[config.mk]
export PLATFORM = sky130hd
export DESIGN_NAME = bba_ctrl
export DESIGN_NICKNAME = d
export VERILOG_FILES = /design/src/rtl/core/bba_pkg.sv /design/src/rtl/core/bba_ctrl.sv
export VERILOG_INCLUDE_DIRS = /design/src /design/src/rtl/core
export SDC_FILE = /design/constraint.sdc
export NUM_CORES = 1
export LEC_CHECK = 0
export ABC_AREA = 1
export BUFFER_PORTS_ARGS = -buffer_cell sky130_fd_sc_hd__buf_4
export CORE_MARGIN = 2
export CORE_UTILIZATION = 44
export CTS_CLUSTER_SIZE = 16
export DETAILED_ROUTE_END_ITERATION = 10
export GPL_TIMING_DRIVEN = 0
export HOLD_SLACK_MARGIN = 0.15
export PLACE_DENSITY = 0.83
export SYNTH_ARGS = -nofsm -noshare
export SYNTH_HDL_FRONTEND = slang
export SYNTH_SLANG_ARGS = --single-unit
[constraint.sdc]
create_clock -name clk -period 2.5 [get_ports clk]
set_input_delay 0.125 -clock clk [delete_from_list [all_inputs] [get_ports clk]]
set_output_delay 0.125 -clock clk [all_outputs]
set_load 0.01 [all_outputs]
[src/rtl/core/assert_macros.svh]
// ---------------------------------------------------------------------------
// Assertion macros
// Shared concurrent assertion forms for the buddy allocator RTL.
// ---------------------------------------------------------------------------
`ifndef ASSERT_MACROS_SVH
`define ASSERT_MACROS_SVH

// Generic property, sampled on clk, disabled while reset is active.
`define BBA_ASSERT(lbl, prop, msg) \
	lbl: assert property (@(posedge clk) disable iff (!arst_n) prop) else $error(msg);

// Same-cycle implication.
`define BBA_ASSERT_IMP(lbl, ante, cons, msg) \
	`BBA_ASSERT(lbl, (ante) |-> (cons), msg)

// Next-cycle implication.
`define BBA_ASSERT_NXT(lbl, ante, cons, msg) \
	`BBA_ASSERT(lbl, (ante) |=> (cons), msg)

`endif

[src/rtl/core/bba_pkg.sv]
// ---------------------------------------------------------------------------
// bba_pkg
// Types, constants and helper functions of the buddy block allocator.
// ---------------------------------------------------------------------------
package bba_pkg;

	localparam int DEF_BLOCKS          = 1024;
	localparam int DEF_MIN_BLOCK_BYTES = 1024;
	localparam int DEF_LEVELS          = 11;

	localparam int WORD_BITS  = 64;
	localparam int WORD_IDX_W = 6;

	localparam logic [31:0] BASE_RESET = 32'h0010_0000;

	localparam logic CMD_ALLOC = 1'b0;

	typedef enum logic [1:0] {
		STAT_OK,
		STAT_TOO_LARGE,
		STAT_NO_SPACE,
		STAT_BAD_ADDR
	} status_t;

	typedef enum logic [3:0] {
		S_CLEAR,
		S_IDLE,
		S_DECODE,
		S_TBL_RD,
		S_TBL_CHK,
		S_MRG_RD,
		S_MRG_WR,
		S_FREE_END,
		S_SRCH_LVL,
		S_SRCH_RD,
		S_SRCH_CHK,
		S_BIT_RD,
		S_BIT_WR,
		S_ALLOC_END,
		S_FINISH
	} state_t;

	typedef struct packed {
		logic    clr_en;
		logic    capture;
		logic    div_init;
		logic    tbl_rd;
		logic    tbl_free;
		logic    mrg_rd;
		logic    mrg_wr;
		logic    lvl_init;
		logic    lvl_inc;
		logic    wi_clr;
		logic    wi_inc;
		logic    srch_rd;
		logic    srch_hit;
		logic    bit_rd;
		logic    bit_wr;
		logic    split_step;
		logic    alloc_end;
		logic    free_end;
		logic    st_load;
		status_t st_code;
		logic    out_load;
	} cmd_t;

	typedef struct packed {
		logic clr_last;
		logic is_alloc;
		logic too_big;
		logic overflow;
		logic bad_free;
		logic tbl_valid;
		logic off_oob;
		logic mrg_buddy;
		logic lvl_top;
		logic lvl_end;
		logic cnt_zero;
		logic wi_end;
		logic word_hit;
		logic at_want;
		logic out_free;
	} sts_t;

	// First bitmap word of a level; every level starts on a word boundary.
	function automatic int word_base(input int blocks, input int lvl);
		int b;
		b = 0;
		for (int k = 0; k < lvl; k++) begin
			b = b + (((blocks >> k) + WORD_BITS - 1) >> WORD_IDX_W);
		end
		return b;
	endfunction

endpackage

[src/rtl/core/bba_ctrl.sv]
// ---------------------------------------------------------------------------
// bba_ctrl
// Sequencer of the buddy allocator: clearing pass, decode, search, split,
// coalesce and result hand-off.
// ---------------------------------------------------------------------------
`include "assert_macros.svh"

module bba_ctrl (
	input  logic          clk,
	input  logic          arst_n,
	input  logic          in_valid,
	output logic          in_stall,
	input  bba_pkg::sts_t sts,
	output bba_pkg::cmd_t cmd
);
	import bba_pkg::*;

	state_t state_q, state_d;

	always_ff @(posedge clk or negedge arst_n) begin
		if (!arst_n) begin
			state_q <= S_CLEAR;
		end else begin
			state_q <= state_d;
		end
	end

	always_comb begin
		state_d  = state_q;
		cmd      = '0;
		cmd.st_code = STAT_OK;
		in_stall = (state_q != S_IDLE);
		case (state_q)
			S_CLEAR: begin
				cmd.clr_en = 1'b1;
				if (sts.clr_last) begin
					state_d = S_IDLE;
				end
			end
			S_IDLE: begin
				if (in_valid) begin
					cmd.capture = 1'b1;
					state_d     = S_DECODE;
				end
			end
			S_DECODE: begin
				if (sts.is_alloc) begin
					if (sts.too_big) begin
						cmd.st_load = 1'b1;
						cmd.st_code = STAT_TOO_LARGE;
						state_d     = S_FINISH;
					end else if (sts.overflow) begin
						cmd.st_load = 1'b1;
						cmd.st_code = STAT_NO_SPACE;
						state_d     = S_FINISH;
					end else begin
						cmd.lvl_init = 1'b1;
						state_d      = S_SRCH_LVL;
					end
				end else if (sts.bad_free) begin
					cmd.st_load = 1'b1;
					cmd.st_code = STAT_BAD_ADDR;
					state_d     = S_FINISH;
				end else begin
					cmd.div_init = 1'b1;
					state_d      = S_TBL_RD;
				end
			end
			S_TBL_RD: begin
				cmd.tbl_rd = 1'b1;
				state_d    = S_TBL_CHK;
			end
			S_TBL_CHK: begin
				if (!sts.tbl_valid) begin
					cmd.st_load = 1'b1;
					cmd.st_code = STAT_BAD_ADDR;
					state_d     = S_FINISH;
				end else begin
					cmd.tbl_free = 1'b1;
					state_d      = S_MRG_RD;
				end
			end
			S_MRG_RD: begin
				if (sts.off_oob) begin
					state_d = S_FREE_END;
				end else begin
					cmd.mrg_rd = 1'b1;
					state_d    = S_MRG_WR;
				end
			end
			S_MRG_WR: begin
				cmd.mrg_wr = 1'b1;
				if (sts.mrg_buddy && !sts.lvl_top) begin
					state_d = S_MRG_RD;
				end else begin
					state_d = S_FREE_END;
				end
			end
			S_FREE_END: begin
				cmd.free_end = 1'b1;
				cmd.st_load  = 1'b1;
				cmd.st_code  = STAT_OK;
				state_d      = S_FINISH;
			end
			S_SRCH_LVL: begin
				if (sts.lvl_end) begin
					cmd.st_load = 1'b1;
					cmd.st_code = STAT_NO_SPACE;
					state_d     = S_FINISH;
				end else if (sts.cnt_zero) begin
					cmd.lvl_inc = 1'b1;
				end else begin
					cmd.wi_clr = 1'b1;
					state_d    = S_SRCH_RD;
				end
			end
			S_SRCH_RD: begin
				if (sts.wi_end) begin
					cmd.lvl_inc = 1'b1;
					state_d     = S_SRCH_LVL;
				end else begin
					cmd.srch_rd = 1'b1;
					state_d     = S_SRCH_CHK;
				end
			end
			S_SRCH_CHK: begin
				if (sts.word_hit) begin
					cmd.srch_hit = 1'b1;
					state_d      = S_BIT_RD;
				end else begin
					cmd.wi_inc = 1'b1;
					state_d    = S_SRCH_RD;
				end
			end
			S_BIT_RD: begin
				cmd.bit_rd = 1'b1;
				state_d    = S_BIT_WR;
			end
			S_BIT_WR: begin
				cmd.bit_wr = 1'b1;
				if (sts.at_want) begin
					state_d = S_ALLOC_END;
				end else begin
					cmd.split_step = 1'b1;
					state_d        = S_BIT_RD;
				end
			end
			S_ALLOC_END: begin
				cmd.alloc_end = 1'b1;
				cmd.st_load   = 1'b1;
				cmd.st_code   = STAT_OK;
				state_d       = S_FINISH;
			end
			S_FINISH: begin
				if (sts.out_free) begin
					cmd.out_load = 1'b1;
					state_d      = S_IDLE;
				end
			end
			default: begin
				state_d = S_IDLE;
			end
		endcase
	end

	`BBA_ASSERT_NXT(a_accept_decodes, in_valid && !in_stall, state_q == S_DECODE, "accepted request did not reach decode")
	`BBA_ASSERT_IMP(a_load_when_free, cmd.out_load, sts.out_free, "result loaded over a pending result")

endmodule

==> implementation parameters, run 1 <==
Parameter                              Value

Run status
  Status ... finished, final reports clean

Yosys
  Library cells used by synthesis ... 18
  Post-synthesis register bit count ... 4
  Sequential element share of the synthesized area ... 15.6%
  Syn avg cell area ... 5.04 um^2
  Post-synthesis cell area ... 641 um^2
  Post-synthesis net count ... 145
  YS warnings ... 0
  Cells after Synth ... 127

Clock tree
  Register clock-pin slew on the reported worst setup and hold paths ... 0.04 ns
  Buffers from clock root to sink, at most ... 2
  Postcts setup bufs ... 0
  Number of levels the H-tree was split into ... 1
  Clock sink count ... 4
  TritonCTS buffer count ... 3
  Insertion delay of the later-clocked pin in the worst-skew pair ... 0.24 ns
  Root buffer selected by CTS ... sky130_fd_sc_hd__clkbuf_4
  Post-cts resize count ... 0
  TritonCTS clock tree ... yes
  Number of hold buffers added after CTS ... 1

Timing
  Final Skew ... 0.00659 ns
  Worst slew margin relative to its limit ... 81.2%
  Final Slew Violations ... 0
  Worst Max-Slew Pin Slew ... 0.282 ns
  Final-layout worst hold slack ... 0.157 ns
  RSZ-0062 raised after global routing ... false
  Endpoints failing setup ... 0
  Minimum setup slack in the final design ... 0.756 ns
  Time the worst path needs with I/O delays and setup ... 1.74 ns
  Highest clock rate ... 0.573 GHz
  Final hold vios ... 0
  Total Neg Setup Slack ... 0 ns
  Portion of the clock cycle consumed by the worst path in the final layout ... 69.8%

Placement
  Count of input and output buffers ... 40
  Routability-driven placement congestion ratio ... 0.854
  DP HPWL ... 1760 um
  Post-place setup slack ... 1.02 ns

Critical path
  Delay of the slowest critical-path stage ... 0.44 ns
  WP buf/inv ... 3
  Launching element type of the critical path ... flip-flop
  Category of the worst setup path capture point ... primary output
  Gate family responsible for the most delay along the worst path ... flip-flops
  Worst Setup Path Type ... flip-flop to primary output
  Arrival time of the worst setup path ... 1.62 ns
  Endpoint required time on the critical path ... 2.38 ns
  Worst-path cell chain ... inv_2 -> nor2_1 -> nand3_1 -> o21ai_1 -> inv_1 -> a31oi_1 -> buf_4
  Critical path peak fanout ... 5
  Critical path's slowest cell ... sky130_fd_sc_hd__dfrtp_1
  R2R Setup Slk ... 1.08 ns

Floorplanning
  Starting Density ... 48.0%
  Count of pins on the block boundary ... 41
  Die extent in y ... 42.2 um
  Area of the core region ... 1330 um^2
  Overall die area ... 1780 um^2
  Die X ... 42.2 um
  Row count ... 13

Detailed routing
  Antenna-violating nets left ... 0
  Number of iterations in the first detailed-routing pass ... 4
  WL per Instance ... 10.9 um
  Number of design-rule violations left by the first detailed-router iteration ... 21
  DRC ... 0
  Via-to-Cell Ratio ... 4.83
  Total via count after detailed routing ... 899
  Overall routed net length ... 2030 um

Power
  Sw Ratio ... 54.6%
  Clock power share ... 8.4%
  Int Power ... 447 uW
  Switching power total ... 537 uW
  Combinational power share ... 74.9%
  Areal power density over the cells ... 992 nW/um^2
  IR drop worst, VDD ... 0.691 mV
  Static power due to leakage ... 0.663 nW
  Sequential share of power ... 16.8%

Layout
  Most frequent cells in the layout ... 40 x sky130_fd_sc_hd__buf_4, 37 x sky130_fd_sc_hd__nand2_1, 25 x sky130_fd_sc_hd__nor2_1, 23 x sky130_fd_sc_hd__inv_1, 10 x sky130_fd_sc_hd__nand3_1
  Count of antenna diodes in the layout ... 0
  Footprint of the flip-flops and latches ... 100 um^2
  Flip-flop count of the largest register after layout ... 4
  Fraction of final layout cells sized beyond drive strength 1 ... 33.9%
  Area occupied by multi-input gates ... 435 um^2
  Area Overhead vs Synth ... 54.9%
  Nets ... 191
  Most frequent standard cell in the layout excluding fill and tap cells ... sky130_fd_sc_hd__buf_4
  Filler Cell Count ... 128
  Register containing the most flip-flops in the final layout ... state_q
  Registers with the most flip-flops ... state_q: 4 flops

Job
  Maxcap violations ... 0

Global route
  Maximum number of pins on one net before global-route repair ... 7
  Grt total ovfl ... 0
  Global-route total usage across every layer ... 24.3%
  Via count of the first global-routing pass ... 812
  Wire length of the first global-routing pass ... 3310 um
  Initial antenna violation count ... 0

Hold path
  Class of the most critical hold timing path ... primary input to flip-flop
through the flow:
stage | total power, mW | cell area (um^2) | instances | util [%]
final | 0.984 | 992 | 186 | 74.4
after global routing | 1.08 | 992 | 186 | 74.4
after CTS | 0.987 | 992 | 186 | 74.4
after detailed placement | 0.899 | 960 | 182 | 72.0
after global placement | 0.887 | 960 | 182 | 72.0
after floorplan | 0.639 | 641 | 127 | -
tightest hold or removal path, stage by stage:
cell and delay [ns]:
sky130_fd_sc_hd__buf_4 0.07, sky130_fd_sc_hd__inv_1 0.03, sky130_fd_sc_hd__nand2_1 0.07, sky130_fd_sc_hd__nand2_1 0.05
cell type report:
cell class	count	area share (%)
Timing Repair Buffer	41	31.3
Clock buffer	3	2.27
Tap cell	15	1.89
Inverter	28	10.6
Sequential cell	4	10.1
Multi-Input combinational cell	95	43.9
cell families (layout without fill, tap and decap cells):
logic type | Yosys count | count (layout) | synth area share (%)
DFF | 4 | 4 | 15.6
AOI/OAI and AO/OA | 8 | 8 | 8.01
and+or+nand+nor | 87 | 87 | 60.0
buffers and inverters | 28 | 72 | 16.4
power by group through the flow:
stage	registers [mW]	clock network, mW	logic [mW]
final	0.165	0.0824	0.736
after global routing	0.167	0.0884	0.827
after CTS	0.164	0.0843	0.739
after detailed placement	0.164	0	0.735
after global placement	0.162	0	0.726
after floorplan	0.152	0	0.487
Yosys cell counts, drive strengths merged:
cell type	count	share of area (%)
nand2	39	24
nor2	33	24
inv	28	16
nand3	10	7.8
dfrtp	4	16
nor3	3	2.3
o21ai	3	2.3
o31ai	2	2.3
a21boi	1	1.2
a31oi	1	0.98
nand3b	1	1.2
o211ai	1	1.2
or2	1	0.98
per-layer routing:
layer / track usage [%] / wire length [um] / vias up
met5: 0 / 0 / -
met4: 13.1 / 41 / 0
met3: 5.60 / 153 / 5
met2: 43.8 / 1040 / 40
met1: 25.8 / 796 / 381
li1: - / - / 473
path summary, 6_finish.rpt:
check,cells past startpoint,end,from
min in group asynchronous,2,state_q[3]$_DFFE_PN0P_,arst_n
max,7,cmd[1],state_q[2]$_DFFE_PN0P_
min reg2reg,2,state_q[3]$_DFFE_PN0P_,state_q[3]$_DFFE_PN0P_
min,4,state_q[0]$_DFFE_PN0P_,in_valid
max in group asynchronous,2,state_q[2]$_DFFE_PN0P_,arst_n
max reg2reg,8,state_q[2]$_DFFE_PN0P_,state_q[3]$_DFFE_PN0P_
No activity file was read; power rests on OpenSTA's default activity.
==> run 2: changes to the inputs <==
Settings changed: CORE_UTILIZATION 44 to 41, PLACE_DENSITY 0.83 to 0.78.
Clock period 2.5 ns to 1.8 ns, I/O delays scaled along.
==> run 2 against run 1 <==
  * Utilization decreased by 6.8 points
  * Largest cell class unchanged
  * Critical path depth decreased by 1
  * Sequential power increased by 36%
  * Non-clock buffer count increased by 1
  * Global-route usage decreased by 1.7 points
==> implementation parameters, run 2 (synthesis results as in run 1) <==
Parameter                              Value

Clock tree
  Number of levels the H-tree was split into ... 1 (unchanged)
  Root buffer selected by CTS ... sky130_fd_sc_hd__clkbuf_4
  TritonCTS buffer count ... 3 (unchanged)
  Insertion delay of the later-clocked pin in the worst-skew pair ... 0.24 ns (about the same)
  Register clock-pin slew on the reported worst setup and hold paths ... 0.04 ns (about the same)
  Buffers from clock root to sink, at most ... 2 (unchanged)
  TritonCTS clock tree ... yes
  Clock sink count ... 4 (unchanged)

Layout
  Filler Cell Count ... 149 (+16%)
  Area occupied by multi-input gates ... 438 um^2 (+0.57%)
  Register containing the most flip-flops in the final layout ... state_q
  Most frequent cells in the layout ... 40 x sky130_fd_sc_hd__buf_4, 37 x sky130_fd_sc_hd__nand2_1, 24 x sky130_fd_sc_hd__nor2_1, 23 x sky130_fd_sc_hd__inv_1, 10 x sky130_fd_sc_hd__nand3_1
  Registers with the most flip-flops ... state_q: 4 flops
  Nets ... 192 (+0.52%)
  Area Overhead vs Synth ... 57.0%
  Count of antenna diodes in the layout ... 0 (unchanged)
  Final Core Density ... 67.6% (-6.8 points)
  Post-route standard cell area excluding fillers ... 1010 um^2 (+1.4%)
  Most frequent standard cell in the layout excluding fill and tap cells ... sky130_fd_sc_hd__buf_4
  Fraction of final layout cells sized beyond drive strength 1 ... 34.3% (+0.38 points)
  Flip-flop count of the largest register after layout ... 4 (unchanged)
  Footprint of the flip-flops and latches ... 100 um^2 (unchanged)

Run status
  Status ... finished, final reports clean

Global route
  Global Route met3 Usage ... 3.33% (-2.3 points)
  Layer with the highest usage ... met2
  Wire length of the first global-routing pass ... 3220 um (-2.5%)
  Via count of the first global-routing pass ... 826 (+1.7%)
  Global-route total usage across every layer ... 22.6% (-1.7 points)
  Met1 track utilization from global routing ... 24.7% (-1.2 points)
  Initial antenna violation count ... 0 (unchanged)
  Maximum number of pins on one net before global-route repair ... 7 (unchanged)
  Met2 Track Usage GR ... 43.9% (+0.13 points)
  Grt total ovfl ... 0 (unchanged)

Floorplanning
  Die extent in y ... 43.5 um (+3.3%)
  Overall die area ... 1890 um^2 (+6.6%)
  Area of the core region ... 1490 um^2 (+12%)
  Starting Density ... 43.0% (-5.0 points)
  Die X ... 43.5 um (+3.3%)
  Count of pins on the block boundary ... 41 (unchanged)
  Row count ... 14 (+1)

Timing
  Worst slew margin relative to its limit ... 80.1% (-1.1 points)
  Time the worst path needs with I/O delays and setup ... 1.62 ns
  Final Slew Violations ... 0 (unchanged)
  Final hold vios ... 0 (unchanged)
  Worst Max-Slew Pin Slew ... 0.297 ns (+0.0149 ns)
  Final Skew ... 0.00239 ns (-0.00420 ns)
  Endpoints failing setup ... 0 (unchanged)
  Total Neg Setup Slack ... 0 ns (unchanged)
  Highest clock rate ... 0.617 GHz
  Portion of the clock cycle consumed by the worst path in the final layout ... 90.0%
  RSZ-0062 raised after global routing ... false

Power
  Areal power density over the cells ... 1360 nW/um^2 (+37%)
  Total Power Consumption ... 1.37 mW (+39%)
  Static power due to leakage ... 0.668 nW (+0.62%)
  IR drop worst, VDD ... 1.07 mV (+55%)

Detailed routing
  Number of iterations in the first detailed-routing pass ... 5 (+1)
  Via-to-Cell Ratio ... 4.85 (+0.26%)
  WL per Instance ... 10.4 um (-4.9%)
  Overall routed net length ... 1950 um (-3.9%)
  Number of design-rule violations left by the first detailed-router iteration ... 12 (-43%)
  Total via count after detailed routing ... 911 (+1.3%)
  DRC ... 0 (unchanged)
  Antenna-violating nets left ... 0 (unchanged)

Critical path
  Endpoint required time on the critical path ... 1.71 ns (-0.67 ns)
  Critical path peak fanout ... 6 (+1)
  Arrival time of the worst setup path ... 1.53 ns (-0.09 ns)
  Worst-path cell chain ... nor2_4 -> inv_1 -> nor2_1 -> nand3_1 -> o31ai_1 -> buf_4
  Critical path's slowest cell ... sky130_fd_sc_hd__dfrtp_1
  Category of the worst setup path capture point ... primary output
  Launching element type of the critical path ... flip-flop
  Worst Setup Path Type ... flip-flop to primary output
  Delay of the slowest critical-path stage ... 0.45 ns (about the same)

Placement
  Count of input and output buffers ... 40 (unchanged)
  DP HPWL ... 1670 um (-4.8%)
  Area post-placement ... 961 um^2 (+0.13%)
  Routability-driven placement congestion ratio ... 0.870 (+1.9%)

Job
  Maxcap violations ... 0 (unchanged)

Hold path
  Class of the most critical hold timing path ... primary input to async pin
run 2: cell types whose count changed in the layout (fill, tap and decap cells not counted), sizes merged:
cell,previous run,this run
dlygate4sd3,1,2
run 2: stage by stage:
step / hold WS, ns / std cells / setup WS [ns]
after global routing: 0.192 / 188 / 0.0556
after global placement: -0.116 / 183 / 0.409
after CTS: 0.181 / 188 / 0.136
after detailed placement: -0.113 / 183 / 0.390
after floorplan: -0.206 / 127 / 0.574
final: 0.188 / 188 / 0.180
run 2: timing repair:
| item | in CTS | in global routing |
|---|---|---|
| hold endpoints to repair | 5 | 0 |
| setup endpoints to repair | 0 | 1 |
| resized for setup | 0 | 1 |
| hold buffers | 2 | 0 |
| setup buffers | 0 | 0 |
run 2: report_power, final:
group	leakage (nW)	switching, mW	internal (mW)	total [mW]
combinational	0.605	0.617	0.407	1.02
clock	0.0138	0.0410	0.0749	0.116
sequential	0.0489	0.0831	0.142	0.225
run 2: routing by layer:
layer	share of wire [%]	wire, um	vias up
li1	-	-	476
met1	42	810	394
met2	49	965	39
met3	8.7	169	2
met4	0.21	4	0
met5	0	0	-
run 2: path summary, 6_finish.rpt:
| kind | startpoint | end | slack, ns | depth (start not counted) |
|---|---|---|---|---|
| worst max-delay path | state_q[1]$_DFFE_PN0P_ | cmd[13] | 0.18 | 6 |
| worst min-delay path | arst_n | state_q[0]$_DFFE_PN0P_ | 0.19 | 2 |
| worst max register to register | state_q[1]$_DFFE_PN0P_ | state_q[3]$_DFFE_PN0P_ | 0.42 | 8 |
| worst min register to register | state_q[3]$_DFFE_PN0P_ | state_q[3]$_DFFE_PN0P_ | 0.65 | 2 |
| max in group asynchronous | arst_n | state_q[1]$_DFFE_PN0P_ | 1.51 | 2 |
| min in group clk | sts[1] | state_q[2]$_DFFE_PN0P_ | 0.19 | 5 |
run 2: cell type report:
type                            count  area share (%)
Timing Repair Buffer               42            31.8
Inverter                           28            10.4
Sequential cell                     4            9.95
Tap cell                           16            1.99
Multi-Input combinational cell     95            43.5
Clock buffer                        3            2.24
run 2: worst max-delay path: cells and delay by family (launching register included):
family                 cells  cell delay [ns]
AO/OA/AOI/OAI              1             0.11
buffers and inverters      2             0.27
flip-flops                 1             0.45
AND/OR/NAND/NOR            3             0.47
==> run 3: changes to the inputs <==
Settings changed: CORE_UTILIZATION 41 to 44, PLACE_DENSITY 0.78 to 0.83.
Clock period 1.8 ns to 1.92 ns, I/O delays scaled along.
==> run 3 against run 2 <==
  * Critical path depth rose by 1
  * Register-to-register slack better by 0.08 ns
  * Routed wire length increased by 6.6%
  * Design area fell by 0.37%
  * Combinational power shrank 6%
  * Final cell count down 0.53%
  * Global-route usage up 2.5 points
  * Via count unchanged
  * Largest power group unchanged
  * Flip-flop and latch count unchanged
  * Sequential share of layout area about the same
  * Sequential power shrank 4%
==> implementation parameters, run 3 (synthesis results as in run 1) <==
Parameter                              Value

Layout
  Area Overhead vs Synth ... 56.4%
  Registers with the most flip-flops ... state_q: 4 flops
  Final Instance Count excl. Fillers ... 187 (-0.53%)
  Most frequent cells in the layout ... 40 x sky130_fd_sc_hd__buf_4, 37 x sky130_fd_sc_hd__nand2_1, 25 x sky130_fd_sc_hd__nor2_1, 23 x sky130_fd_sc_hd__inv_1, 10 x sky130_fd_sc_hd__nand3_1
  Post-route standard cell area excluding fillers ... 1000 um^2 (-0.37%)
  Final Core Density ... 75.1% (+7.6 points)
  Nets ... 192 (unchanged)
  Count of antenna diodes in the layout ... 0 (unchanged)
  Fraction of final layout cells sized beyond drive strength 1 ... 33.7% (-0.58 points)
  Most frequent standard cell in the layout excluding fill and tap cells ... sky130_fd_sc_hd__buf_4
  Flip-flop count of the largest register after layout ... 4 (unchanged)
  Register containing the most flip-flops in the final layout ... state_q
  Filler Cell Count ... 125 (-16%)

Timing
  Time the worst path needs with I/O delays and setup ... 1.71 ns
  RSZ-0062 raised after global routing ... false
  Endpoints failing setup ... 0 (unchanged)
  Final Slew Violations ... 0 (unchanged)
  Highest clock rate ... 0.587 GHz
  Worst slew margin relative to its limit ... 81.2% (+1.1 points)
  Portion of the clock cycle consumed by the worst path in the final layout ... 88.8%
  Worst Max-Slew Pin Slew ... 0.282 ns (-0.0149 ns)
  Final Skew ... 0.00662 ns (+0.00423 ns)
  Final hold vios ... 0 (unchanged)
  Total Neg Setup Slack ... 0 ns (unchanged)

Clock tree
  Number of levels the H-tree was split into ... 1 (unchanged)
  Post-cts resize count ... 0 (unchanged)
  TritonCTS clock tree ... yes
  Insertion delay of the later-clocked pin in the worst-skew pair ... 0.24 ns (about the same)
  Register clock-pin slew on the reported worst setup and hold paths ... 0.04 ns (about the same)
  Root buffer selected by CTS ... sky130_fd_sc_hd__clkbuf_4
  Clock sink count ... 4 (unchanged)
  TritonCTS buffer count ... 3 (unchanged)
  Buffers from clock root to sink, at most ... 2 (unchanged)

Floorplanning
  Die extent in y ... 42.2 um (-3.2%)
  Row count ... 13 (-1)
  Area of the core region ... 1330 um^2 (-10%)
  Die X ... 42.2 um (-3.2%)
  Starting Density ... 48.0% (+5.0 points)
  Overall die area ... 1780 um^2 (-6.2%)
  Count of pins on the block boundary ... 41 (unchanged)

Critical path
  Worst Setup Path Type ... flip-flop to primary output
  Launching element type of the critical path ... flip-flop
  Category of the worst setup path capture point ... primary output
  Critical path peak fanout ... 5 (-1)
  Endpoint required time on the critical path ... 1.82 ns (+0.11 ns)
  Arrival time of the worst setup path ... 1.61 ns (+0.08 ns)

Power
  Static power due to leakage ... 0.668 nW (about the same)
  Areal power density over the cells ... 1280 nW/um^2 (-5.5%)
  IR drop worst, VDD ... 0.901 mV (-16%)

Placement
  Count of input and output buffers ... 40 (unchanged)
  Area post-placement ... 960 um^2 (-0.13%)
  Number of instances in the placed design ... 182 (-0.55%)
  Routability-driven placement congestion ratio ... 0.854 (-1.8%)
  DP HPWL ... 1760 um (+5.1%)

Global route
  Maximum number of pins on one net before global-route repair ... 7 (unchanged)
  Global-route total usage across every layer ... 25.1% (+2.5 points)
  Grt total ovfl ... 0 (unchanged)
  Initial antenna violation count ... 0 (unchanged)
  Wire length of the first global-routing pass ... 3400 um (+5.6%)
  Via count of the first global-routing pass ... 827 (+0.12%)

Detailed routing
  Total via count after detailed routing ... 911 (unchanged)
  Overall routed net length ... 2080 um (+6.6%)
  Number of iterations in the first detailed-routing pass ... 4 (-1)
  WL per Instance ... 11.1 um (+7.2%)
  Antenna-violating nets left ... 0 (unchanged)
  DRC ... 0 (unchanged)
  Number of design-rule violations left by the first detailed-router iteration ... 19 (+7)
  Via-to-Cell Ratio ... 4.87 (+0.53%)

Job
  Maxcap violations ... 0 (unchanged)

Hold path
  Class of the most critical hold timing path ... primary input to async pin

Run status
  Status ... finished, final reports clean
run 3: final timing paths:
check / slack (ns) / to / start / cells past startpoint
max: 0.21 / cmd[1] / state_q[2]$_DFFE_PN0P_ / 7
min: 0.18 / state_q[3]$_DFFE_PN0P_ / arst_n / 2
max reg2reg: 0.50 / state_q[2]$_DFFE_PN0P_ / state_q[3]$_DFFE_PN0P_ / 8
min reg2reg: 0.65 / state_q[3]$_DFFE_PN0P_ / state_q[3]$_DFFE_PN0P_ / 2
max in group asynchronous: 1.63 / state_q[2]$_DFFE_PN0P_ / arst_n / 2
min in group clk: 0.20 / state_q[2]$_DFFE_PN0P_ / sts[1] / 5
run 3: critical path, cell delays in order, from the launching register on:
cell and delay (ns):
sky130_fd_sc_hd__dfrtp_1 0.44, sky130_fd_sc_hd__inv_2 0.06, sky130_fd_sc_hd__nor2_1 0.17, sky130_fd_sc_hd__nand3_1 0.19, sky130_fd_sc_hd__o21ai_1 0.12, sky130_fd_sc_hd__inv_1 0.07
sky130_fd_sc_hd__a31oi_1 0.17, sky130_fd_sc_hd__buf_4 0.15
run 3: routing by layer:
metal | part of all wire [%] | global-route usage, % | up-vias
li1 | - | - | 476
met1 | 39 | 26.4 | 388
met2 | 52 | 45.9 | 42
met3 | 7.5 | 5.60 | 5
met4 | 2.0 | 13.1 | 0
met5 | 0 | 0 | -
run 3: stage by stage:
| step | power, mW | setup slack (ns) | hold slack (ns) |
|---|---|---|---|
| 2_1_floorplan | 0.833 | 0.694 | -0.200 |
| 3_3_place_gp | 1.16 | 0.532 | -0.110 |
| 3_5_place_dp | 1.17 | 0.469 | -0.106 |
| 4_1_cts | 1.29 | 0.211 | 0.186 |
| 5_1_grt | 1.41 | 0.0588 | 0.191 |
| 6_report | 1.28 | 0.215 | 0.184 |
run 3: power by group:
part	leakage, nW	switching, mW	internal (mW)
Combinational	0.605	0.583	0.379
Sequential	0.0489	0.0815	0.133
Clock	0.0138	0.0374	0.0701
run 3: timing repair:
item                      4_1_cts  5_1_grt
hold endpoints to repair        5        0
buffers inserted                0        0
hold buffers                    2        0
run 3: final cells by class:
cell class | count | area (um^2) | share of cell area (%)
Multi-Input combinational cell | 95 | 435 | 43.4
Timing Repair Buffer | 42 | 320 | 32.0
Inverter | 28 | 105 | 10.5
Sequential cell | 4 | 100 | 9.99
Clock buffer | 3 | 22.5 | 2.25
Tap cell | 15 | 18.8 | 1.87
